[config.mk]
export PLATFORM = sky130hd
export DESIGN_NAME = sred_window
export DESIGN_NICKNAME = d
export VERILOG_FILES = /design/src/rtl/sred_pkg.sv /design/src/rtl/sred_window.sv
export SDC_FILE = /design/constraint.sdc
export NUM_CORES = 1
export LEC_CHECK = 0
export ABC_AREA = 1
export BUFFER_PORTS_ARGS = -buffer_cell sky130_fd_sc_hd__buf_2
export CAP_MARGIN = 20
export CORE_ASPECT_RATIO = 2
export CORE_MARGIN = 10
export CORE_UTILIZATION = 60
export CTS_BUF_LIST = sky130_fd_sc_hd__clkbuf_4 sky130_fd_sc_hd__clkbuf_8
export DETAILED_ROUTE_END_ITERATION = 7
export PLACE_DENSITY = 0.91
export SLEW_MARGIN = 20
export SYNTH_ARGS = -nofsm -noshare
export SYNTH_HDL_FRONTEND = slang
export SYNTH_SLANG_ARGS = --single-unit
[constraint.sdc]
create_clock -name clk -period 2 [get_ports clk]
set_input_delay 0.4 -clock clk [delete_from_list [all_inputs] [get_ports clk]]
set_output_delay 0.4 -clock clk [all_outputs]
set_load 0.1 [all_outputs]
[src/rtl/sred_pkg.sv]
// Shared types, widths and register codes of the scan-row edge point detector.
`default_nettype none

package sred_pkg;

    // Coordinate and derived arithmetic widths
    localparam int COORD_W = 20;
    localparam int DIFF_W  = COORD_W + 1;       // neighbor difference, signed
    localparam int SQ_W    = 2 * COORD_W;       // squared component, unsigned
    localparam int PROD_W  = 2 * COORD_W + 1;   // per-axis dot product term, signed
    localparam int NORM_W  = 2 * COORD_W + 2;   // sum of three squares
    localparam int DOT_W   = 2 * COORD_W + 3;   // signed dot product
    localparam int DMAG_W  = 2 * COORD_W + 2;   // magnitude of the dot product

    // Configuration register widths and codes
    localparam int COS_W      = 17;
    localparam int CLR_W      = 16;
    localparam int QSQ_W      = 2 * COS_W;
    localparam int CSQ_W      = 2 * CLR_W;
    localparam int COS_FRAC2  = 32;             // Q1.16 squared
    localparam int CFG_IDX_W  = 1;
    localparam int CFG_DATA_W = COS_W;

    localparam logic [CFG_IDX_W-1:0] CFG_MAX_COSINE    = 1'b0;
    localparam logic [CFG_IDX_W-1:0] CFG_MIN_CLEARANCE = 1'b1;

    localparam logic [COS_W-1:0] MAX_COSINE_RST    = 17'd13107;
    localparam logic [CLR_W-1:0] MIN_CLEARANCE_RST = 16'd0;

    // Operand slice of the pipelined wide multipliers
    localparam int LIMB_W = 32;

    typedef logic signed [COORD_W-1:0] coord_t;

    typedef struct packed {
        coord_t point_x;
        coord_t point_y;
        coord_t point_z;
        logic   point_valid;
        logic   row_start;
    } point_t;

    typedef struct packed {
        coord_t edge_x;
        coord_t edge_y;
        coord_t edge_z;
    } edge_t;

    // Window stage output: differences of one valid triple plus its middle point
    typedef struct packed {
        logic                          valid;
        logic [2:0][DIFF_W-1:0]        a;
        logic [2:0][DIFF_W-1:0]        b;
        logic [2:0][COORD_W-1:0]       mid;
    } win_t;

    // Geometry stage output: norms and dot magnitude
    typedef struct packed {
        logic                          valid;
        logic [NORM_W-1:0]             n1;
        logic [NORM_W-1:0]             n2;
        logic [DMAG_W-1:0]             dmag;
        logic [2:0][COORD_W-1:0]       mid;
    } geo_t;

endpackage

`default_nettype wire

[src/rtl/sred_window.sv]
// Row window: holds the two previous points and forms neighbor differences.
`default_nettype none

module sred_window (
    input  wire logic             clk,
    input  wire logic             rst_n,
    input  wire logic             adv,
    input  wire logic             in_valid,
    input  wire sred_pkg::point_t pt,
    output sred_pkg::win_t        win
);
    import sred_pkg::*;

    localparam logic [1:0] FILL_FULL = 2'd2;

    logic                acc;
    logic [COORD_W-1:0]  cur      [3];
    logic [COORD_W-1:0]  p_reg    [3];
    logic [COORD_W-1:0]  m_reg    [3];
    logic [1:0]          hv_reg;
    logic [1:0]          fill_reg;
    logic [1:0]          fill_eff;
    logic [1:0]          fill_next;
    logic                cand;
    win_t                win_reg;
    win_t                win_next;

    assign acc    = adv && in_valid;
    assign cur[0] = pt.point_x;
    assign cur[1] = pt.point_y;
    assign cur[2] = pt.point_z;

    // A row start empties the window before the point is taken in
    assign fill_eff  = pt.row_start ? 2'd0 : fill_reg;
    assign fill_next = (fill_eff == FILL_FULL) ? FILL_FULL : fill_eff + 2'd1;
    assign cand      = (fill_eff == FILL_FULL) && hv_reg[0] && hv_reg[1] && pt.point_valid;

    always_comb
    begin
        win_next.valid = acc && cand;
        for (int k = 0; k < 3; k++)
        begin
            win_next.a[k]   = DIFF_W'($signed(m_reg[k])) - DIFF_W'($signed(p_reg[k]));
            win_next.b[k]   = DIFF_W'($signed(cur[k])) - DIFF_W'($signed(m_reg[k]));
            win_next.mid[k] = m_reg[k];
        end
    end

    always_ff @(posedge clk)
    begin
        if (acc)
        begin
            for (int k = 0; k < 3; k++)
            begin
                p_reg[k] <= m_reg[k];
                m_reg[k] <= cur[k];
            end
        end
    end

    always_ff @(posedge clk or negedge rst_n)
    begin
        if (!rst_n)
        begin
            hv_reg   <= '0;
            fill_reg <= '0;
        end
        else if (acc)
        begin
            hv_reg   <= {pt.point_valid, hv_reg[1]};
            fill_reg <= fill_next;
        end
    end

    always_ff @(posedge clk or negedge rst_n)
    begin
        if (!rst_n)
        begin
            win_reg <= '0;
        end
        else if (adv)
        begin
            win_reg <= win_next;
        end
    end

    assign win = win_reg;

    a_row_start_no_triple: assert property (@(posedge clk) disable iff (!rst_n)
        acc && pt.row_start |=> !win_reg.valid)
        else $error("triple formed across a row start");

    a_missing_point_no_triple: assert property (@(posedge clk) disable iff (!rst_n)
        acc && !pt.point_valid |=> !win_reg.valid)
        else $error("triple formed with a missing point");

    a_triple_has_full_window: assert property (@(posedge clk) disable iff (!rst_n)
        win_reg.valid |-> (fill_reg == FILL_FULL) && hv_reg[1])
        else $error("triple held without a full valid window");

endmodule

`default_nettype wire

==> run summary <==
max FFs per register -> 187
htree depth -> 2
largest area contributor in the netlist -> dfrtp_1
crit end category -> register
max-slew violations -> 0
max_cap viols -> 0
Final Hold Viols -> 0
routability cong. -> 1.03
Sequential Area -> 0.00838 mm²
Core Footprint -> 0.0307 mm²
critical path launch point type -> register
Setup Skew -> 0.0326 ns
WHS -> 0.0310 ns
failing checks -> negative setup slack
CP required -> 2.47 ns
GRT Total Usage -> 0.303
crit-path max FO -> 4
RSZ-0062 raised after global routing -> yes
Primary FF master, synth -> dfrtp_1
Mapped Nets -> 2569
arrival time at the worst endpoint -> 2.52 ns
row count -> 91
Post-Route M1 WL -> 20600 µm
drt wl/cell -> 19.7 µm
most frequent cells after synthesis -> 861 x nand2_1, 346 x inv_1, 191 x dfrtp_1
final setup fails -> 6
CTS clk-pin slew, worst paths -> 0.07 ns
Area Overhead vs Synth -> 27.3%
Mean Syn Cell Area -> 7.86 µm²
Min-Delay Path Class -> primary input to register
fill count -> 2026
IO Port Bufs -> 252
detailed placer's ending HPWL -> 45700 µm
fmax -> 0.487 GHz
post-route ant nets -> 0
Ys Warns -> 0
Synth Cell Area -> 0.0187 mm²
initial DRC count -> 1363
met3 wire length -> 3770 µm
Multi-input gate area -> 0.00975 mm²
total power -> 23.3 mW
CTS tree -> yes
DIE AREA -> 0.0390 mm²
Area contributors post-synth -> dfrtp_1 26%, edfxtp_1 19%, nand2_1 17%
EDFF count, synth -> 120
Cells after Synth -> 2375
deepest clock path buffer count -> 3
Slew @ Worst Pin -> 0.609 ns
register bit total from synthesis -> 311
# clock sinks -> 311
GRT overflow -> 0
TNS Setup -> -0.131 ns
# nets final -> 2992
I/O Pins -> 253
min cycle time layout -> 2.05 ns
Num CTS Buffers -> 43
first-pass GRT wire length -> 93000 µm
initial antenna violation count -> 2
Remaining DRCs -> 0
Die Height -> 269 µm
fin util -> 0.773
Initial Utilization -> 0.607
sequential area share after synthesis -> 0.449
Period Utilization, post-route -> 1.03
vias in the first global route -> 18314
Netlist cell types -> 29
asr flop ratio synth -> 0.614
Synth top area share -> 0.256
top-count cell post-synth -> nand2_1
DP Worst Slack -> -0.0945 ns
Die Span X -> 145 µm
DR vias -> 18174
CTS Root Cell -> clkbuf_8
PD cells -> 979 mW/mm²
Skew-Pair Late Insertion Delay -> 0.60 ns
IR drop worst, VDD -> 0.918 mV
Pre-antenna DRT Iters -> 6
wire length on met2 -> 33500 µm
relative slew slack -> 0.594
layout cells sized above 1 -> 0.255
Avg Vias per Cell -> 5.67
Setup Crit Path Kind -> register to register
P_leak -> 12.1 nW
top routing layer in use -> met4
Final WS setup -> -0.0514 ns
status -> finished, violations left
routed wire length -> 63100 µm
largest net degree at the start of global routing -> 72
==> per-layer routing <==
layer	vias up	track usage
li1	8444	-
met1	8509	0.295
met2	897	0.562
met3	324	0.0426
met4	0	0.210
met5	-	0
==> stage by stage <==
stage	cells	area, µm²
after floorplan	2375	18700
final	3207	23800
after detailed placement	3071	21200
after global routing	3207	23800
after global placement	3071	21200
after CTS	3188	22700
==> cell families (layout without fill, tap and decap cells) <==
| logic type | count (synthesis) | after routing | synth area share |
|---|---|---|---|
| AND/OR/NAND/NOR | 1278 | 1278 | 0.299 |
| buffers and inverters | 391 | 849 | 0.0810 |
| flip-flops | 311 | 311 | 0.449 |
| AO/OA/AOI/OAI | 230 | 230 | 0.0649 |
| adder cells (fa/ha/maj) | 128 | 128 | 0.0882 |
| XOR/XNOR | 37 | 37 | 0.0174 |
| other | 0 | 2 | 0 |
==> area by class of cell <==
| cell class | instances | area share |
|---|---|---|
| Multi-Input combinational cell | 1673 | 0.410 |
| Sequential cell | 311 | 0.353 |
| Timing Repair Buffer | 419 | 0.117 |
| Inverter | 350 | 0.0557 |
| Clock buffer | 69 | 0.0360 |
| Tap cell | 372 | 0.0196 |
| Clock inverter | 11 | 0.00879 |
| Antenna cell | 2 | 0.000211 |
==> critical path, stage by stage (launching register included) <==
cell and delay [ns]:
edfxtp_1 0.44, inv_1 0.21, ha_1 0.33, nand2_1 0.18, inv_1 0.09, a21oi_2 0.19, nand3_4 0.13, nand2_1 0.11
nand3b_1 0.08, nand3_1 0.13, nand2_1 0.07
==> path summary, 6_finish.rpt <==
kind	startpoint	to	slack, ns	cells after the start
max	m_reg[0][47]	win[115]	-0.05	10
min reg2reg	win[90]	win[90]	0.47	2
min in group asynchronous	rst_n	win[129]	0.37	2
min	pt[12]	m_reg[0][50]	0.03	1
max in group asynchronous	rst_n	win[112]	0.99	3
max reg2reg	m_reg[0][47]	win[115]	-0.05	10
==> layout by cell type, fill, tap and decap left out, types with 52 or more instances in the layout <==
master / instances
a21oi_1: 70
inv_1: 325
nand3_1: 127
nand3b_1: 60
buf_4: 119
clkbuf_8: 55
nor2_1: 74
edfxtp_1: 120
nand2_1: 832
buf_2: 250
o21ai_0: 111
ha_1: 52
dfrtp_1: 191
==> power breakdown <==
group          total (mW)  switching, mW  leakage, nW  internal [mW]
Sequential           7.84          0.473         3.44           7.36
Clock                6.02           2.52        0.554           3.50
Combinational        9.42           7.28         8.10           2.14
==> what timing repair did <==
item / in CTS / in global routing
gates resized for setup: 14 / 207
endpoints found under the setup margin: 22 / 84
hold buffers: 35 / 0
setup buffers: 2 / 18
endpoints found under the hold margin: 85 / 0
pin swaps: 1 / 32
No activity file was read; power rests on OpenSTA's default activity.
