File: src/rtl/sred_pkg.sv
// Shared types, widths and register codes of the scan-row edge point detector.
`default_nettype none

package sred_pkg;

    // Coordinate and derived arithmetic widths
    localparam int COORD_W = 20;
    localparam int DIFF_W  = COORD_W + 1;       // neighbor difference, signed
    localparam int SQ_W    = 2 * COORD_W;       // squared component, unsigned
    localparam int PROD_W  = 2 * COORD_W + 1;   // per-axis dot product term, signed
    localparam int NORM_W  = 2 * COORD_W + 2;   // sum of three squares
    localparam int DOT_W   = 2 * COORD_W + 3;   // signed dot product
    localparam int DMAG_W  = 2 * COORD_W + 2;   // magnitude of the dot product

    // Configuration register widths and codes
    localparam int COS_W      = 17;
    localparam int CLR_W      = 16;
    localparam int QSQ_W      = 2 * COS_W;
    localparam int CSQ_W      = 2 * CLR_W;
    localparam int COS_FRAC2  = 32;             // Q1.16 squared
    localparam int CFG_IDX_W  = 1;
    localparam int CFG_DATA_W = COS_W;

    localparam logic [CFG_IDX_W-1:0] CFG_MAX_COSINE    = 1'b0;
    localparam logic [CFG_IDX_W-1:0] CFG_MIN_CLEARANCE = 1'b1;

    localparam logic [COS_W-1:0] MAX_COSINE_RST    = 17'd13107;
    localparam logic [CLR_W-1:0] MIN_CLEARANCE_RST = 16'd0;

    // Operand slice of the pipelined wide multipliers
    localparam int LIMB_W = 32;

    typedef logic signed [COORD_W-1:0] coord_t;

    typedef struct packed {
        coord_t point_x;
        coord_t point_y;
        coord_t point_z;
        logic   point_valid;
        logic   row_start;
    } point_t;

    typedef struct packed {
        coord_t edge_x;
        coord_t edge_y;
        coord_t edge_z;
    } edge_t;

    // Window stage output: differences of one valid triple plus its middle point
    typedef struct packed {
        logic                          valid;
        logic [2:0][DIFF_W-1:0]        a;
        logic [2:0][DIFF_W-1:0]        b;
        logic [2:0][COORD_W-1:0]       mid;
    } win_t;

    // Geometry stage output: norms and dot magnitude
    typedef struct packed {
        logic                          valid;
        logic [NORM_W-1:0]             n1;
        logic [NORM_W-1:0]             n2;
        logic [DMAG_W-1:0]             dmag;
        logic [2:0][COORD_W-1:0]       mid;
    } geo_t;

endpackage

`default_nettype wire

File: src/rtl/sred_mul.sv
// Two-stage unsigned multiplier built from LIMB_W x LIMB_W partial products.
`default_nettype none

module sred_mul #(
    parameter int A_W = 32,
    parameter int B_W = 32
) (
    input  wire logic               clk,
    input  wire logic               en,
    input  wire logic [A_W-1:0]     a,
    input  wire logic [B_W-1:0]     b,
    output logic [A_W+B_W-1:0]      p
);
    import sred_pkg::*;

    localparam int NA     = (A_W + LIMB_W - 1) / LIMB_W;
    localparam int NB     = (B_W + LIMB_W - 1) / LIMB_W;
    localparam int PA_W   = NA * LIMB_W;
    localparam int PB_W   = NB * LIMB_W;
    localparam int FULL_W = PA_W + PB_W;
    localparam int P_W    = A_W + B_W;

    logic [PA_W-1:0]     a_pad;
    logic [PB_W-1:0]     b_pad;
    logic [2*LIMB_W-1:0] pp_reg [NA][NB];
    logic [FULL_W-1:0]   acc;
    logic [P_W-1:0]      p_reg;

    assign a_pad = PA_W'(a);
    assign b_pad = PB_W'(b);

    // Stage one: every limb pair multiplied and held
    always_ff @(posedge clk)
    begin
        if (en)
        begin
            for (int i = 0; i < NA; i++)
            begin
                for (int j = 0; j < NB; j++)
                begin
                    pp_reg[i][j] <= a_pad[i*LIMB_W +: LIMB_W] * b_pad[j*LIMB_W +: LIMB_W];
                end
            end
        end
    end

    // Stage two: align and add the partial products
    always_comb
    begin
        acc = '0;
        for (int i = 0; i < NA; i++)
        begin
            for (int j = 0; j < NB; j++)
            begin
                acc = acc + (FULL_W'(pp_reg[i][j]) << (LIMB_W * (i + j)));
            end
        end
    end

    always_ff @(posedge clk)
    begin
        if (en)
        begin
            p_reg <= acc[P_W-1:0];
        end
    end

    assign p = p_reg;

endmodule

`default_nettype wire

File: config.mk
export PLATFORM = sky130hd
export DESIGN_NAME = sred_mul
export DESIGN_NICKNAME = d
export VERILOG_FILES = /design/src/rtl/sred_pkg.sv /design/src/rtl/sred_mul.sv
export SDC_FILE = /design/constraint.sdc
export NUM_CORES = 2
export LEC_CHECK = 0
export BUFFER_PORTS_ARGS = -buffer_cell sky130_fd_sc_hd__buf_4
export CAP_MARGIN = 20
export CORE_ASPECT_RATIO = 1.5
export CORE_MARGIN = 2
export CORE_UTILIZATION = 60
export DETAILED_ROUTE_END_ITERATION = 10
export PLACE_DENSITY = 0.92
export SETUP_SLACK_MARGIN = 0.5
export SLEW_MARGIN = 40
export SYNTH_ARGS = -nofsm -noshare
export SYNTH_HDL_FRONTEND = slang
export SYNTH_SLANG_ARGS = --single-unit
File: constraint.sdc
create_clock -name clk -period 8.5 [get_ports clk]
set_input_delay 0.85 -clock clk [delete_from_list [all_inputs] [get_ports clk]]
set_output_delay 0.85 -clock clk [all_outputs]
set_load 0.005 [all_outputs]
==> impl_metrics.csv <==
group,metric,value,unit
status,status,"complete, no violations",
sta,slew_violations,0,
cts,cts_buffers,17,
final_layout,nFillCells,4132,
worst_setup_path,cp.required,8750,ps
worst_setup_path,path_cells,"buf_8 -> and2_1 -> fa_1 -> inv_1 -> fa_1 -> fa_1 -> fa_1 -> inv_1 -> fa_1 -> fa_1 -> fa_1 -> fa_1 -> ha_4 -> a21oi_2 -> o21ai_1 -> a211o_2 -> a2111o_1 -> a32oi_2 -> buf_4 -> a31oi_4 -> a221o_1 -> a221oi_2 -> o21ai_1 -> xor2_1",
cts,tritoncts,"built",
final_layout,area.growth.synth_to_final,9.440,%
routing,wire_per_inst,23.60,µm
sta,setup_ws,377.1,ps
routing,ant_nets,0,
global_routing,grt_max_degree,72,
floorplan,dieWidth,207.0,µm
placed_design,hpwl,83330,µm
routing,wirelength,110000,µm
floorplan,core-area,61110,µm²
cts,root_buffer,"clkbuf_16",
global_routing,grt_pass1_vias,31568,
sta,hold_viol,0,
synthesis,syn-mean-instance-area,9.786,µm²
synthesis,ys.flop_type,"edfxtp_1",
synthesis,synth.cell_area,37100,µm²
global_routing,overflow,0,
synthesis,synth_edf_count,128,
cts,insertion_delay,520,ps
floorplan,num_io_pins,130,
placed_design,dpl_worst_slack,-169.5,ps
sta,fmax,123.1,MHz
run,cap_violations,0,
routing,viasPerCell,6.036,
worst_setup_path,worstPathArrival,8370,ps
worst_setup_path,cp_slowest_cell,"fa_1",
cts,cts_buffer_depth,2,
cts,cts.clk_slew.worst_paths,90,ps
placed_design,placed_area,39030,µm²
synthesis,yosys.area.top_type_share,0.4835,
floorplan,start_util,0.6071,
cts,clkSinkCount,128,
sta,layout_min_cycle_time,8123,ps
final_layout,drive_above_1_share,0.1018,
routing,detail_route.iter0.violations,2776,
worst_setup_path,crit_top_cell,"fa_1",
floorplan,num_rows,111,
sta,finalCritPeriodShare,0.9556,
final_layout,nets,5081,
floorplan,die_h,308.5,µm
global_routing,antenna_found_initial,5,
routing,via_count,28140,
synthesis,yosysTopAreaCell,"fa_1",
global_routing,track_usage,0.3456,
placed_design,place_congestion,0.9830,
synthesis,yosys.cell_types.count,71,
final_layout,final_util,0.6644,
sta,maxSlewHeadroom,0.5166,
routing,drc,0,
worst_setup_path,crit_path_max_fanout,32,
synthesis,ys_warn_count,0,
floorplan,die_area,63880,µm²
cts,htree_levels,4,
synthesis,synth_seq_area_share,0.1036,
worst_setup_path,crit_path_start_kind,"primary input",
sta,worst_slew_pin_slew,725.1,ps
global_routing,grt_pass1_wl,166500,µm
hold_path,hp-class,"flip-flop to flip-flop",
sta,finalSetupViolations,0,
final_layout,final_area,40600,µm²
worst_setup_path,end_kind,"flip-flop",
cts,hold_buffers,0,
sta,rsz0062_at_grt,"true",
placed_design,port_buffers,129,
sta,worst_clock_skew,25.51,ps
synthesis,syn-num-nets,5016,
synthesis,synthArstFlopShare,0,
worst_setup_path,path_class,"primary input to flip-flop",
routing,drt-pass1-iter-count,6,
worst_setup_path,max_stage_delay,630,ps
synthesis,ys_ff_latch,128,
synthesis,synthCells,3791,
synthesis,yosys-top-cells-area,"fa_1, edfxtp_1, and2_1",
## timing repair
action | in CTS | in global routing
setup endpoints to repair | 3 | 17
endpoints found under the hold margin | 0 | 0
resized for setup | 33 | 161
pin swaps | 9 | 74
cloned | 0 | 3
buffers inserted | 1 | 14
## Yosys cell counts (all sizes together), types with 11 or more instances
master and n:
fa 896, inv 861, and2 601, nand2 473, ha 263, clkbuf 207
edfxtp 128, a21oi 66, o21ai 40, xnor2 35, a21o 34, nor2 31
xor2 27, nand4 18, a31oi 16, nand3 11
## cells by family after synthesis
group	synth area share
adders and majority gates	0.5722
AOI/OAI and AO/OA	0.03582
buffers and inverters	0.1111
xor gates and xnor gates	0.01464
DFF	0.1036
muxes	0.0002698
and+or+nand+nor	0.1624
## path summary, 6_finish.rpt
| kind | from | end | slack, ps | cells after the start |
|---|---|---|---|---|
| max reg2reg | pp_reg[0][56]$_DFFE_PP_ | p[56]$_DFFE_PP_ | 7820 | 0 |
| min reg2reg | pp_reg[0][55]$_DFFE_PP_ | p[55]$_DFFE_PP_ | 400 | 0 |
| min | pp_reg[0][55]$_DFFE_PP_ | p[55]$_DFFE_PP_ | 400 | 0 |
| max | b[2] | pp_reg[0][60]$_DFFE_PP_ | 380 | 24 |
## layout by cell type (no fill, tap or decap), types with 9 or more instances in the layout
| cell type | netlist | final |
|---|---|---|
| buf_8 | 0 | 16 |
| inv_1 | 861 | 848 |
| ha_1 | 263 | 254 |
| o21ai_0 | 36 | 36 |
| fa_2 | 0 | 15 |
| nand3_1 | 10 | 10 |
| a21o_1 | 32 | 32 |
| inv_2 | 0 | 13 |
| nor2_1 | 31 | 28 |
| nand4_1 | 18 | 18 |
| edfxtp_1 | 128 | 128 |
| buf_6 | 1 | 20 |
| a21oi_1 | 65 | 60 |
| buf_4 | 4 | 203 |
| clkbuf_16 | 0 | 20 |
| xor2_1 | 27 | 27 |
| xnor2_1 | 35 | 35 |
| buf_12 | 0 | 11 |
| nand2_1 | 473 | 469 |
| and2_1 | 599 | 578 |
| and2_4 | 1 | 22 |
| o21bai_1 | 9 | 9 |
| fa_1 | 896 | 881 |
| a31oi_1 | 15 | 10 |
## layout make-up
type,count,area (µm²),area share
clock inverters,15,158.9,0.003914
repair buffers,260,2477,0.06102
multi-input cells,2588,29470,0.7258
inverters,861,3232,0.07960
clock buffers,17,425.4,0.01048
diodes,2,5.005,0.0001233
flip-flops and latches,128,3844,0.09467
well taps,791,989.7,0.02438
## critical path, delay by kind of cell
family / cells / cell delay [ps]
AO/OA/AOI/OAI: 9 / 2190
XOR/XNOR: 1 / 150
adder cells (fa/ha/maj): 9 / 4500
buffers and inverters: 4 / 470
AND/OR/NAND/NOR: 1 / 190
## stage by stage
stage               std cells  TNS (ps)  hold slack [ps]
floorplan                3791         0            400.3
global placement         4610    -55.46            401.3
detailed placement       4610    -192.5            404.5
CTS                      4643         0            397.4
global route             4661         0            415.9
finish                   4662         0            397.5
## layer usage
metal  vias to the layer above  wire (µm)  GRT usage
li1                      11199          -          -
met2                      2014      55400     0.5868
met5                         -         25          0
met4                         4      13160     0.3420
met3                       860      10420    0.08000
met1                     14063      31030     0.3446
Power is left out: the tool's default activity adds up to more than one toggle a clock period on the data nets, which glitch-free logic cannot reach.
